**src/totp_code_generator_defines.svh**
```systemverilog
// Assertion macros for the TOTP code generator.
// Included by files that carry concurrent assertions.
`ifndef TOTP_CODE_GENERATOR_DEFINES_SVH
`define TOTP_CODE_GENERATOR_DEFINES_SVH
`ifndef SYNTHESIS
`define TOTP_ASSERT(lbl, clk, rst_n, prop, msg) \
    lbl: assert property (@(posedge clk) disable iff (!rst_n) prop) else $error(msg);
`define TOTP_ASSERT_RST(lbl, clk, prop, msg) \
    lbl: assert property (@(posedge clk) prop) else $error(msg);
`else
`define TOTP_ASSERT(lbl, clk, rst_n, prop, msg)
`define TOTP_ASSERT_RST(lbl, clk, prop, msg)
`endif
`endif

```
**src/totp_pkg.sv**
```systemverilog
// Shared constants, types and functions for the TOTP code generator.
// No dependencies.
`default_nettype none
package totp_pkg;
    localparam int MAX_KEY_BYTES = 32;
    localparam int TIME_W  = 63;
    localparam int CODE_W  = 30;
    localparam int STEP_W  = 17;
    localparam int KLEN_W  = 6;
    localparam int DIG_W   = 4;
    localparam int CFG_IDX_W = 3;
    localparam int CFG_DATA_W = 64;

    localparam logic [CFG_IDX_W-1:0] REG_KEY0 = 3'd0;
    localparam logic [CFG_IDX_W-1:0] REG_KEY1 = 3'd1;
    localparam logic [CFG_IDX_W-1:0] REG_KEY2 = 3'd2;
    localparam logic [CFG_IDX_W-1:0] REG_KEY3 = 3'd3;
    localparam logic [CFG_IDX_W-1:0] REG_KLEN = 3'd4;
    localparam logic [CFG_IDX_W-1:0] REG_STEP = 3'd5;
    localparam logic [CFG_IDX_W-1:0] REG_DIGS = 3'd6;

    localparam logic [159:0] SHA1_IV =
        160'h67452301_EFCDAB89_98BADCFE_10325476_C3D2E1F0;

    // Control from sequencer to compression core
    typedef struct packed {
        logic start;
        logic init;  // load IV instead of chaining
    } t_sha_ctl;

    function automatic logic [29:0] pow10(input logic [3:0] d);
        logic [29:0] r;
        case (d)
            4'd0: r = 30'd1;
            4'd1: r = 30'd10;
            4'd2: r = 30'd100;
            4'd3: r = 30'd1000;
            4'd4: r = 30'd10000;
            4'd5: r = 30'd100000;
            4'd6: r = 30'd1000000;
            4'd7: r = 30'd10000000;
            4'd8: r = 30'd100000000;
            default: r = 30'd1000000000;
        endcase
        return r;
    endfunction
endpackage
`default_nettype wire

```
**src/totp_sha1_core.sv**
```systemverilog
// SHA-1 compression core: one round per cycle, 16-word message schedule window.
// Depends on totp_pkg.
`default_nettype none
module totp_sha1_core (
    input  wire logic              i_clk,
    input  wire logic              i_rst_n,
    input  wire totp_pkg::t_sha_ctl i_ctl,
    input  wire logic [511:0]      i_block,
    output logic [159:0]           o_hash,
    output logic                   o_done
);
    import totp_pkg::*;

    typedef enum logic [1:0] {S_IDLE, S_RUN, S_ADD} t_state;
    t_state r_state;
    logic [6:0] r_rnd;
    logic [31:0] r_w [16];
    logic [31:0] r_a, r_b, r_c, r_d, r_e;
    logic [159:0] r_h;
    logic r_done;

    logic [31:0] f, k, t, wn;

    always_comb begin
        if (r_rnd < 7'd20) begin
            f = (r_b & r_c) | (~r_b & r_d); k = 32'h5A827999;
        end else if (r_rnd < 7'd40) begin
            f = r_b ^ r_c ^ r_d; k = 32'h6ED9EBA1;
        end else if (r_rnd < 7'd60) begin
            f = (r_b & r_c) | (r_b & r_d) | (r_c & r_d); k = 32'h8F1BBCDC;
        end else begin
            f = r_b ^ r_c ^ r_d; k = 32'hCA62C1D6;
        end
        t  = {r_a[26:0], r_a[31:27]} + f + r_e + k + r_w[0];
        wn = r_w[13] ^ r_w[8] ^ r_w[2] ^ r_w[0];
        wn = {wn[30:0], wn[31]};
    end

    always_ff @(posedge i_clk) begin
        if (!i_rst_n) begin
            r_state <= S_IDLE;
            r_done  <= 1'b0;
            r_rnd   <= '0;
        end else begin
            r_done <= 1'b0;
            case (r_state)
                S_IDLE: begin
                    if (i_ctl.start) begin
                        for (int i = 0; i < 16; i++)
                            r_w[i] <= i_block[511 - 32*i -: 32];
                        if (i_ctl.init) begin
                            r_h <= SHA1_IV;
                            {r_a, r_b, r_c, r_d, r_e} <= SHA1_IV;
                        end else begin
                            {r_a, r_b, r_c, r_d, r_e} <= r_h;
                        end
                        r_rnd   <= '0;
                        r_state <= S_RUN;
                    end
                end
                S_RUN: begin
                    for (int i = 0; i < 15; i++) r_w[i] <= r_w[i+1];
                    r_w[15] <= wn;
                    r_e <= r_d; r_d <= r_c; r_c <= {r_b[1:0], r_b[31:2]};
                    r_b <= r_a; r_a <= t;
                    r_rnd <= r_rnd + 7'd1;
                    if (r_rnd == 7'd79) r_state <= S_ADD;
                end
                S_ADD: begin
                    r_h <= {r_h[159:128] + r_a, r_h[127:96] + r_b, r_h[95:64] + r_c,
                            r_h[63:32] + r_d, r_h[31:0] + r_e};
                    r_done  <= 1'b1;
                    r_state <= S_IDLE;
                end
                default: r_state <= S_IDLE;
            endcase
        end
    end

    assign o_hash = r_h;
    assign o_done = r_done;
endmodule
`default_nettype wire

```
**src/totp_divider.sv**
```systemverilog
// Restoring bit-serial divider, one quotient bit per cycle; also serves modulo.
// Depends on totp_pkg.
`default_nettype none
module totp_divider (
    input  wire logic        i_clk,
    input  wire logic        i_rst_n,
    input  wire logic        i_start,
    input  wire logic [63:0] i_dividend,
    input  wire logic [31:0] i_divisor,
    output logic [63:0]      o_quot,
    output logic [31:0]      o_rem,
    output logic             o_done
);
    import totp_pkg::*;

    logic [63:0] r_q;
    logic [32:0] r_r;
    logic [31:0] r_d;
    logic [6:0]  r_cnt;
    logic        r_busy, r_done;
    logic [32:0] sh, df;

    assign sh = {r_r[31:0], r_q[63]};
    assign df = sh - {1'b0, r_d};

    always_ff @(posedge i_clk) begin
        if (!i_rst_n) begin
            r_busy <= 1'b0;
            r_done <= 1'b0;
            r_cnt  <= '0;
        end else begin
            r_done <= 1'b0;
            if (i_start && !r_busy) begin
                r_q <= i_dividend; r_r <= '0; r_d <= i_divisor;
                r_cnt <= '0; r_busy <= 1'b1;
            end else if (r_busy) begin
                if (!df[32]) begin
                    r_r <= df; r_q <= {r_q[62:0], 1'b1};
                end else begin
                    r_r <= sh; r_q <= {r_q[62:0], 1'b0};
                end
                r_cnt <= r_cnt + 7'd1;
                if (r_cnt == 7'd63) begin
                    r_busy <= 1'b0; r_done <= 1'b1;
                end
            end
        end
    end

    assign o_quot = r_q;
    assign o_rem  = r_r[31:0];
    assign o_done = r_done;
endmodule
`default_nettype wire

```
**src/totp_code_generator.sv**
```systemverilog
// Top level of the TOTP code generator: config registers, sequencer, output register.
// Depends on totp_pkg, totp_sha1_core, totp_divider and the defines header.
`default_nettype none
`include "totp_code_generator_defines.svh"
// One time value in, one code out. The block takes an item, divides it by the
// time step in the shared divider, runs four SHA-1 compressions in the
// one-round-per-cycle core, and reduces the truncated value modulo ten to the
// digit count in the same divider; s_axis_tready stays low until the code is
// loaded into the output register. A result not yet taken holds the block
// before it loads the next code. The result waits in an output register until
// taken; configuration is written through the plain write port, which the user
// must do only while idle; the block itself does not enforce this.
module totp_code_generator #(
    parameter int MAX_KEY_BYTES = totp_pkg::MAX_KEY_BYTES
) (
    input  wire logic                          i_clk,
    input  wire logic                          i_rst_n,
    input  wire logic                          i_cfg_we,
    input  wire logic [totp_pkg::CFG_IDX_W-1:0]  i_cfg_idx,
    input  wire logic [totp_pkg::CFG_DATA_W-1:0] i_cfg_data,
    input  wire logic                          s_axis_tvalid,
    output logic                               s_axis_tready,
    input  wire logic [63:0]                   s_axis_tdata,  // [62:0] unix_time
    output logic                               m_axis_tvalid,
    input  wire logic                          m_axis_tready,
    output logic [31:0]                        m_axis_tdata   // [29:0] otp_code
);
    import totp_pkg::*;

    typedef enum logic [3:0] {
        S_IDLE, S_DIV, S_DIVW, S_HI1, S_HI2, S_HO1, S_HO2, S_MOD, S_MODW, S_OUT
    } t_state;

    logic [63:0] r_key [4];
    logic [KLEN_W-1:0] r_klen;
    logic [STEP_W-1:0] r_step;
    logic [DIG_W-1:0]  r_digs;

    t_state r_state;
    logic [63:0] r_ctr;
    logic [159:0] r_ih;
    logic [29:0] r_code;
    logic r_ovalid;
    t_sha_ctl r_sctl;
    logic [511:0] r_blk;
    logic r_dstart;
    logic [63:0] r_dvd;
    logic [31:0] r_dvs;

    logic [159:0] hash;
    logic sdone, ddone;
    logic [63:0] quot;
    logic [31:0] drem;

    // Key block padded with zeros and XORed with a pad byte
    logic [255:0] kbits, kmask;
    logic [5:0] klen_sat;
    always_comb begin
        klen_sat = (r_klen > 6'(MAX_KEY_BYTES)) ? 6'(MAX_KEY_BYTES) : r_klen;
        kbits = {r_key[0], r_key[1], r_key[2], r_key[3]};
        for (int i = 0; i < 32; i++)
            kmask[255 - 8*i -: 8] = (6'(i) < klen_sat) ? 8'hFF : 8'h00;
        kbits = kbits & kmask;
    end

    logic [511:0] ipad_blk, opad_blk;
    assign ipad_blk = {kbits, 256'h0} ^ {64{8'h36}};
    assign opad_blk = {kbits, 256'h0} ^ {64{8'h5C}};

    // Dynamic truncation
    logic [3:0]  off;
    logic [31:0] bin;
    assign off = hash[3:0];
    assign bin = {1'b0, hash[158 - 8*off -: 31]};
    logic [3:0] dsat;
    assign dsat = (r_digs > 4'd9) ? 4'd9 : r_digs;

    totp_sha1_core u_sha (
        .i_clk(i_clk), .i_rst_n(i_rst_n), .i_ctl(r_sctl), .i_block(r_blk),
        .o_hash(hash), .o_done(sdone)
    );

    totp_divider u_div (
        .i_clk(i_clk), .i_rst_n(i_rst_n), .i_start(r_dstart),
        .i_dividend(r_dvd), .i_divisor(r_dvs),
        .o_quot(quot), .o_rem(drem), .o_done(ddone)
    );

    always_ff @(posedge i_clk) begin
        if (!i_rst_n) begin
            r_key[0] <= '0; r_key[1] <= '0; r_key[2] <= '0; r_key[3] <= '0;
            r_klen <= 6'd20;
            r_step <= 17'd30;
            r_digs <= 4'd6;
        end else if (i_cfg_we) begin
            case (i_cfg_idx)
                REG_KEY0: r_key[0] <= i_cfg_data;
                REG_KEY1: r_key[1] <= i_cfg_data;
                REG_KEY2: r_key[2] <= i_cfg_data;
                REG_KEY3: r_key[3] <= i_cfg_data;
                REG_KLEN: r_klen <= i_cfg_data[KLEN_W-1:0];
                REG_STEP: r_step <= i_cfg_data[STEP_W-1:0];
                REG_DIGS: r_digs <= i_cfg_data[DIG_W-1:0];
                default: ;
            endcase
        end
    end

    always_ff @(posedge i_clk) begin
        if (!i_rst_n) begin
            r_state  <= S_IDLE;
            r_ovalid <= 1'b0;
            r_sctl   <= '0;
            r_dstart <= 1'b0;
        end else begin
            r_sctl   <= '0;
            r_dstart <= 1'b0;
            if (r_state == S_OUT && (!r_ovalid || m_axis_tready)) r_ovalid <= 1'b1;
            else if (m_axis_tready) r_ovalid <= 1'b0;
            case (r_state)
                S_IDLE: begin
                    if (s_axis_tvalid) begin
                        r_dvd <= {1'b0, s_axis_tdata[62:0]};
                        r_dvs <= (r_step == '0) ? 32'd1 : {15'd0, r_step};
                        r_dstart <= 1'b1;
                        r_state <= S_DIV;
                    end
                end
                S_DIV: begin
                    if (ddone) begin
                        r_ctr <= quot;
                        r_blk <= ipad_blk;
                        r_sctl <= '{start: 1'b1, init: 1'b1};
                        r_state <= S_HI1;
                    end
                end
                S_HI1: begin
                    if (sdone) begin
                        // counter, pad bit, length 72 bytes
                        r_blk <= {r_ctr, 8'h80, 376'd0, 64'd576};
                        r_sctl <= '{start: 1'b1, init: 1'b0};
                        r_state <= S_HI2;
                    end
                end
                S_HI2: begin
                    if (sdone) begin
                        r_ih <= hash;
                        r_blk <= opad_blk;
                        r_sctl <= '{start: 1'b1, init: 1'b1};
                        r_state <= S_HO1;
                    end
                end
                S_HO1: begin
                    if (sdone) begin
                        // inner digest, pad bit, length 84 bytes
                        r_blk <= {r_ih, 8'h80, 280'd0, 64'd672};
                        r_sctl <= '{start: 1'b1, init: 1'b0};
                        r_state <= S_HO2;
                    end
                end
                S_HO2: begin
                    if (sdone) begin
                        r_dvd <= {32'd0, bin};
                        r_dvs <= {2'b0, pow10(dsat)};
                        r_dstart <= 1'b1;
                        r_state <= S_MOD;
                    end
                end
                S_MOD: begin
                    if (ddone) r_state <= S_OUT;
                end
                S_OUT: begin
                    // hold the remainder in the divider until the output is free
                    if (!r_ovalid || m_axis_tready) begin
                        r_code  <= drem[29:0];
                        r_state <= S_IDLE;
                    end
                end
                default: r_state <= S_IDLE;
            endcase
        end
    end

    assign s_axis_tready = (r_state == S_IDLE);
    assign m_axis_tvalid = r_ovalid;
    assign m_axis_tdata  = {2'b00, r_code};

    `TOTP_ASSERT(a_out_hold, i_clk, i_rst_n,
        m_axis_tvalid && !m_axis_tready |=> m_axis_tvalid && $stable(m_axis_tdata),
        "result changed while stalled")
    `TOTP_ASSERT(a_code_range, i_clk, i_rst_n,
        m_axis_tvalid |-> m_axis_tdata[29:0] < 30'd1000000000, "code out of range")
    `TOTP_ASSERT(a_busy, i_clk, i_rst_n,
        (r_state != S_IDLE) |-> !s_axis_tready, "ready while busy")
endmodule
`default_nettype wire
```
**config.mk**
```make
export PLATFORM = sky130hd
export DESIGN_NAME = totp_code_generator
export DESIGN_NICKNAME = d
export VERILOG_FILES = /design/src/totp_pkg.sv /design/src/totp_sha1_core.sv /design/src/totp_divider.sv /design/src/totp_code_generator.sv
export VERILOG_INCLUDE_DIRS = /design/src /design/src/src
export SDC_FILE = /design/constraint.sdc
export NUM_CORES = 2
export LEC_CHECK = 0
export ABC_AREA = 1
export BUFFER_PORTS_ARGS = -buffer_cell sky130_fd_sc_hd__buf_2
export CAP_MARGIN = 25
export CELL_PAD_IN_SITES_DETAIL_PLACEMENT = 1
export CELL_PAD_IN_SITES_GLOBAL_PLACEMENT = 1
export CORE_MARGIN = 4
export CORE_UTILIZATION = 40
export DETAILED_ROUTE_END_ITERATION = 16
export HOLD_SLACK_MARGIN = 0.12
export PLACE_DENSITY_LB_ADDON = 0.1
export SLEW_MARGIN = 15
export SYNTH_ARGS = -nofsm -noshare
export SYNTH_HDL_FRONTEND = slang
export SYNTH_SLANG_ARGS = --single-unit
```
**constraint.sdc**
```tcl
create_clock -name i_clk -period 21.6 [get_ports i_clk]
set_input_delay 2.16 -clock i_clk [delete_from_list [all_inputs] [get_ports i_clk]]
set_output_delay 2.16 -clock i_clk [all_outputs]
set_load 0.01 [all_outputs]
```
# After elaboration in Yosys (flattened, before gate mapping)
# Memory sizes are Yosys's and may differ from the RTL's.
# Index checks and enable logic that the tools add are counted.
# classes
add_sub_neg,13
order_cmp,37
eq_ne,28
shift,1
mux,147
bitwise_logic,38
reduce_logical,33
# op_table
operator,count
two-way mux 512 bit,4
one-hot mux 512 bit (4 select lines),1
two-way mux 32 bit,35
two-way mux 64 bit,8
inverter 256 bit,2
one-hot mux 32 bit (2 select lines),6
two-way mux 160 bit,2
one-hot mux 160 bit (2 select lines),1
adder 32 bit,9
AND 256 bit,1
two-way mux 8 bit,32
variable part select 190 x 33 -> 31 bit,1
XOR 32 bit,5
AND 32 bit,4
one-hot mux 64 bit (2 select lines),1
"< comparator 5 x 6 -> 1 bit, first input constant",16
OR 32 bit,3
"< comparator 4 x 6 -> 1 bit, first input constant",8
two-way mux 4 bit,9
two-way mux 1 bit,34
subtractor 33 x 32 -> 33 bit,1
inverter 32 bit,1
one-hot mux 4 bit (8 select lines),1
two-way mux 31 bit,1
other kinds (48),111
# word_totals
register_bits,1364
ram_bits,768
romBits,480
in_bits,136
out_inout_bits,34
elab_cells,329
mem_count,3
# mem_list
memory,words,word_bits,rd,rd_ports_with_merged_regs,write_ports,line,rtl
u_sha.r_w,16,32,16,0,16,totp_sha1_core.sv:17,logic [31:0] r_w [16];
(name not given),16,30,1,0,0,totp_pkg.sv:33,case (d)
r_key,4,64,4,0,4,totp_code_generator.sv:34,logic [63:0] r_key [4];

# Depth between registers and ports, before layout
# depth
depth_word,11
depth_mapped,27

# Hierarchy
# A second synthesis with hierarchy kept.
# hier_totals
hier_cells,10685
hier_area_um2,98070.3
# by_module_without_submodules
module,n_inst,cells_per_inst,area_per_inst_um2
totp_sha1_core,1,5945,51129.0
totp_code_generator,1,3632,38578.2
totp_divider,1,1108,8363.0

# Least setup slack after synthesis
# No wires, ideal clock.
# synth_path
kind,input port to flip-flop
from,input port i_rst_n
to,register r_blk[252] (enable)
arrival_time_ns,15.319
required_ns,20.622
setup_slack_ns,5.303
cell_stages,3
path_buffers,1
cell_sequence,clkinv_1 > buf_1 > o22ai_1
# synth_between
elab_chain_cells,1
# synth_lines
element,line,rtl
from (decl),totp_code_generator.sv:17,"input wire logic i_rst_n,"
AND reduction 6 bit (no source line),-,
to (signal assigned),totp_code_generator.sv:132,r_blk <= ipad_blk;
to (signal assigned),totp_code_generator.sv:140,"r_blk <= {r_ctr, 8'h80, 376'd0, 64'd576};"
to (signal assigned),totp_code_generator.sv:148,r_blk <= opad_blk;
to (decl),totp_code_generator.sv:45,logic [511:0] r_blk;
# Every way passes these cells.
# A chain may end at the register's enable or synchronous reset.

# Worst setup path in the final report
# layout_path
from,register u_sha.r_rnd[4]
to,register u_sha.r_a[31] (data pin)
# layout_between
elab_chain_cells,9
word_cells_on_any_way,14
cone_classes,add/sub: 4; order compare: 3; mux: 7
# layout_lines
element,line,rtl
from (decl),totp_sha1_core.sv:16,logic [6:0] r_rnd;
from (signal assigned),totp_sha1_core.sv:66,r_rnd <= r_rnd + 7'd1;
< comparator 7 x 6 -> 1 bit,totp_sha1_core.sv:29,end else if (r_rnd < 7'd60) begin
two-way mux 32 bit,totp_sha1_core.sv:29,
two-way mux 32 bit,totp_sha1_core.sv:27,end else if (r_rnd < 7'd40) begin
two-way mux 32 bit,totp_sha1_core.sv:25,if (r_rnd < 7'd20) begin
adder 32 bit (2 in a row),totp_sha1_core.sv:34,"t = {r_a[26:0], r_a[31:27]} + f + r_e + k + r_w[0];"
adder 32 bit * (2 in a row),totp_sha1_core.sv:34,
one-hot mux 32 bit (2 select lines) *,totp_sha1_core.sv:46,case (r_state)
to (signal assigned),totp_sha1_core.sv:55,"{r_a, r_b, r_c, r_d, r_e} <= r_h;"
to (signal assigned),totp_sha1_core.sv:65,r_b <= r_a; r_a <= t;
to (decl),totp_sha1_core.sv:18,"logic [31:0] r_a, r_b, r_c, r_d, r_e;"
# Every way passes the cells marked *; elsewhere a longest branch is shown, timed or not.

==> results by group <==
Run status
  – Status: complete, no violations

Synthesis
  – Post-synth EDFFs: 1812
  – Synth Instances: 9937
  – Seq/Total Area, Yosys: 0.582
  – Yosys cell types: between 60 and 70
  – Syn. warnings: 0
  – Post-synthesis cell area: approximately 95000 µm²
  – Async SR Flop Fraction: 0
  – Avg Inst Size Synth: roughly 9.6 µm²
  – Register bit total from synthesis: 1866
  – Post-synth top flop: edfxtp_1

CTS
  – Post-CTS setup buffers: 0
  – CTS buffer count: roughly 210
  – Number of buffers inserted by hold repair at cts: 0
  – Deepest clock path buffer count: 3
  – Sink Count: between 1.5k and 2k
  – Worst-Skew Late Latency: approximately 0.90 ns
  – Reg clk slew, reported paths: 0.07 ns
  – H-tree depth: 4
  – CTS tree: yes
  – CTS resizes: 0
  – CTS root buf: clkbuf_16

Die
  – Initial core utilization: 0.404
  – Die W: 496 µm
  – Die span in y: roughly 500 µm
  – Core area: around 240000 µm²
  – Rows: roughly 180
  – IO Pins: 170
  – Die footprint: around 250000 µm²

Worst setup path
  – Worst r2r src: u_sha.r_rnd[4]$_SDFFE_PN0P_
  – Worst setup endpoint: u_sha.r_a[31]$_DFFE_PP_
  – Setup Crit Path Kind: reg2reg
  – Worst r2r dst: u_sha.r_a[31]$_DFFE_PP_
  – R2R Setup Slk: ~15 ns
  – R2R depth: 26
  – Crit path launch: u_sha.r_rnd[4]$_SDFFE_PN0P_
  – CP required: between 20 and 25 ns
  – Crit path max fanout: 38
  – Worst setup EP type: register
  – Worst setup SP type: register
  – CP arrival: approximately 7.1 ns

STA
  – Max Clock Skew: a little under 0.07 ns
  – Slew Limit Fails: 0
  – Final setup fails: 0
  – Hold Slack: roughly 0.42 ns
  – Worst Tran Pin Value: 1.16 ns
  – Setup TNS: 0 ns
  – Min cycle time layout: 6.54 ns
  – RSZ-0062 raised after global routing: no
  – Relative slew slack: 0.228
  – Fin. Hold Viols: 0
  – Peak Freq: 153 MHz
  – Final worst path period share: 0.303

Power and ir drop
  – Psw: around 2.4 mW
  – Sw frac: 0.273
  – Sequential power share: 0.475
  – Max VDD drop: roughly 0.067 mV
  – Power Dens Cells: around 84 nW/µm²
  – Cell Int Power: approximately 6.5 mW
  – Gate power share: 0.115
  – Clock power frac: 0.409
  – Static Leak: 43.1 nW

Layout
  – Layout cells sized above 1: 0.0716
  – Synthesis-to-layout area growth: 12.0%
  – Most frequent cells in the layout: nand2_1 (3041), edfxtp_1 (1812), inv_1 (975), nor2_1 (900), a21oi_1 (564)
  – Most common cell after layout, fill and taps aside: nand2_1
  – Layout Nets: ~11k
  – Non-filler cells, final: between 10k and 15k
  – Final std cell area, no fill: around 110000 µm²

Detailed routing
  – Vias: around 77k
  – DRT iter0 DRCs: a little under 9k
  – DR WL/cell: about 32 µm
  – Routed Antenna Nets: 0
  – Routed vias/inst: ~5.7
  – Routed WL: around 420 mm
  – DRC violations left: 0
  – First-pass DRT Iterations: 5

Global route
  – First-pass GRT wire length: 586 mm
  – Global Route Usage Sum: 0.340
  – Overflow after GRT: 0
  – Initial antenna violation count: 66
  – Vias in the first global route: roughly 76k
  – Largest net degree at the start of global routing: around 160

Worst hold path
  – Hold Path Class: reg2reg

Run
  – Max_cap viols: 0

Placement
  – Number of placed instances with taps included: 13.0k
  – Placed inst area: about 100000 µm²
  – Dpl hpwl: about 320 mm
  – GP Congestion: just under 1
  – Number of port buffers: approximately 170
## stage by stage
step	setup slack (ns)	total power, mW	util
4_1_cts	15.18	9.00	0.451
2_1_floorplan	5.30	4.95	-
3_3_place_gp	14.26	5.33	0.421
6_report	15.06	8.96	0.452
3_5_place_dp	14.18	5.36	0.422
5_1_grt	14.88	9.26	0.452
## cell type report
type | count | area [µm²]
diodes | 21 | 52.6
clock buffers | 267 | 5480
clock inverters | 125 | 1450
fillers | 26500 | 129000
inverters | 1015 | 3830
multi-input cells | 6675 | 34600
flip-flops and latches | 1866 | 55500
well taps | 3150 | 3940
repair buffers | 281 | 1860
## state kept, by name (all words and copies together) (netlist names), 63 cells and up
signal and count:
r_blk 263, r_ctr 64, r_dvd 63, r_ih 160, r_key 256, u_div.o_quot 64
u_sha.o_hash 160, u_sha.r_w 512
## power groups by stage
stage	Sequential (mW)	Clock [mW]	Combinational (mW)
after floorplan	4.31	0	0.641
after global placement	4.33	0	1.00
after detailed placement	4.33	0	1.03
after CTS	4.26	3.71	1.03
after global routing	4.27	3.85	1.14
final	4.26	3.66	1.03
## synthesized netlist by cell type, types with 9 or more instances
library cell | n | area, µm²
dfxtp_1 | 54 | 1080
a21oi_1 | 565 | 2830
buf_2 | 71 | 355
edfxtp_1 | 1812 | 54400
fa_1 | 125 | 2500
o221ai_1 | 26 | 228
nand2_2 | 10 | 62.6
or2_2 | 48 | 300
a31oi_1 | 36 | 225
nand4_1 | 73 | 457
a21o_1 | 43 | 323
nor2_2 | 12 | 75.1
buf_1 | 35 | 131
nor4_1 | 9 | 56.3
o2111ai_1 | 33 | 289
clkbuf_1 | 267 | 1000
a21oi_2 | 13 | 114
nor3_1 | 53 | 265
a21boi_0 | 19 | 143
o21ai_0 | 502 | 2510
nand2_1 | 3055 | 11500
and2_1 | 9 | 56.3
nand3_1 | 326 | 1630
xor2_1 | 32 | 280
o21bai_1 | 44 | 330
inv_2 | 30 | 113
o22ai_1 | 65 | 407
o21a_1 | 34 | 255
a22oi_1 | 23 | 173
nor2_1 | 908 | 3410
ha_1 | 259 | 3240
a32o_1 | 24 | 240
nand3b_1 | 15 | 113
o21ai_1 | 50 | 250
o211ai_1 | 110 | 826
inv_1 | 982 | 3690
xnor2_1 | 72 | 631
a22o_1 | 17 | 149
## cell families (layout without fill, tap and decap cells)
group,Yosys count,count (layout),synth area share
xor gates and xnor gates,104,104,0.00956
other,1,23,0.0000394
muxes,5,5,0.000525
and+or+nand+nor,4539,4539,0.190
adders and majority gates,384,384,0.0603
buffers and inverters,1397,1688,0.0565
DFF,1866,1866,0.582
AOI/OAI and AO/OA,1641,1641,0.101
## worst max-delay path, cell delays in order (launching register included)
cell and delay (ns):
dfxtp_1 0.36, nand2_1 0.10, inv_1 0.07, nand2_1 0.11, nand3_1 0.08, buf_4 0.32, nand2_1 0.17, buf_4 0.39
o22ai_1 0.13, nor2_1 0.50, fa_1 0.60, fa_1 0.59, inv_1 0.09, fa_1 0.56, inv_1 0.05, ha_1 0.50
nand2_1 0.20, nor2_1 0.20, inv_1 0.11, nor3_1 0.27, nand2_1 0.13, nand2_1 0.13, nand2_1 0.10, nand2_1 0.19
nand3_1 0.12, nand3_1 0.10, nand2_1 0.06
## layer usage
metal	wire, µm	track usage	up-vias
met1	175000	0.460	39000
li1	-	-	33800
met4	30600	0.206	22
met5	153	0	-
met2	186000	0.514	3300
met3	33300	0.0553	798
## how the worst min path moves through the flow
stage,start,to,slack (ns),depth (start not counted)
2_1_floorplan,r_dvs[0]$_DFFE_PP_,u_div.r_d[0]$_DFFE_PP_,0.40,0
3_3_place_gp,r_dvs[11]$_DFFE_PP_,u_div.r_d[11]$_DFFE_PP_,0.40,0
3_5_place_dp,r_dvs[10]$_DFFE_PP_,u_div.r_d[10]$_DFFE_PP_,0.41,0
4_1_cts,r_dvs[12]$_DFFE_PP_,u_div.r_d[12]$_DFFE_PP_,0.42,0
5_1_grt,r_dvs[12]$_DFFE_PP_,u_div.r_d[12]$_DFFE_PP_,0.42,0
6_report,r_dvs[10]$_DFFE_PP_,u_div.r_d[10]$_DFFE_PP_,0.42,0
Note: power is estimated with default switching activity, not from simulation.
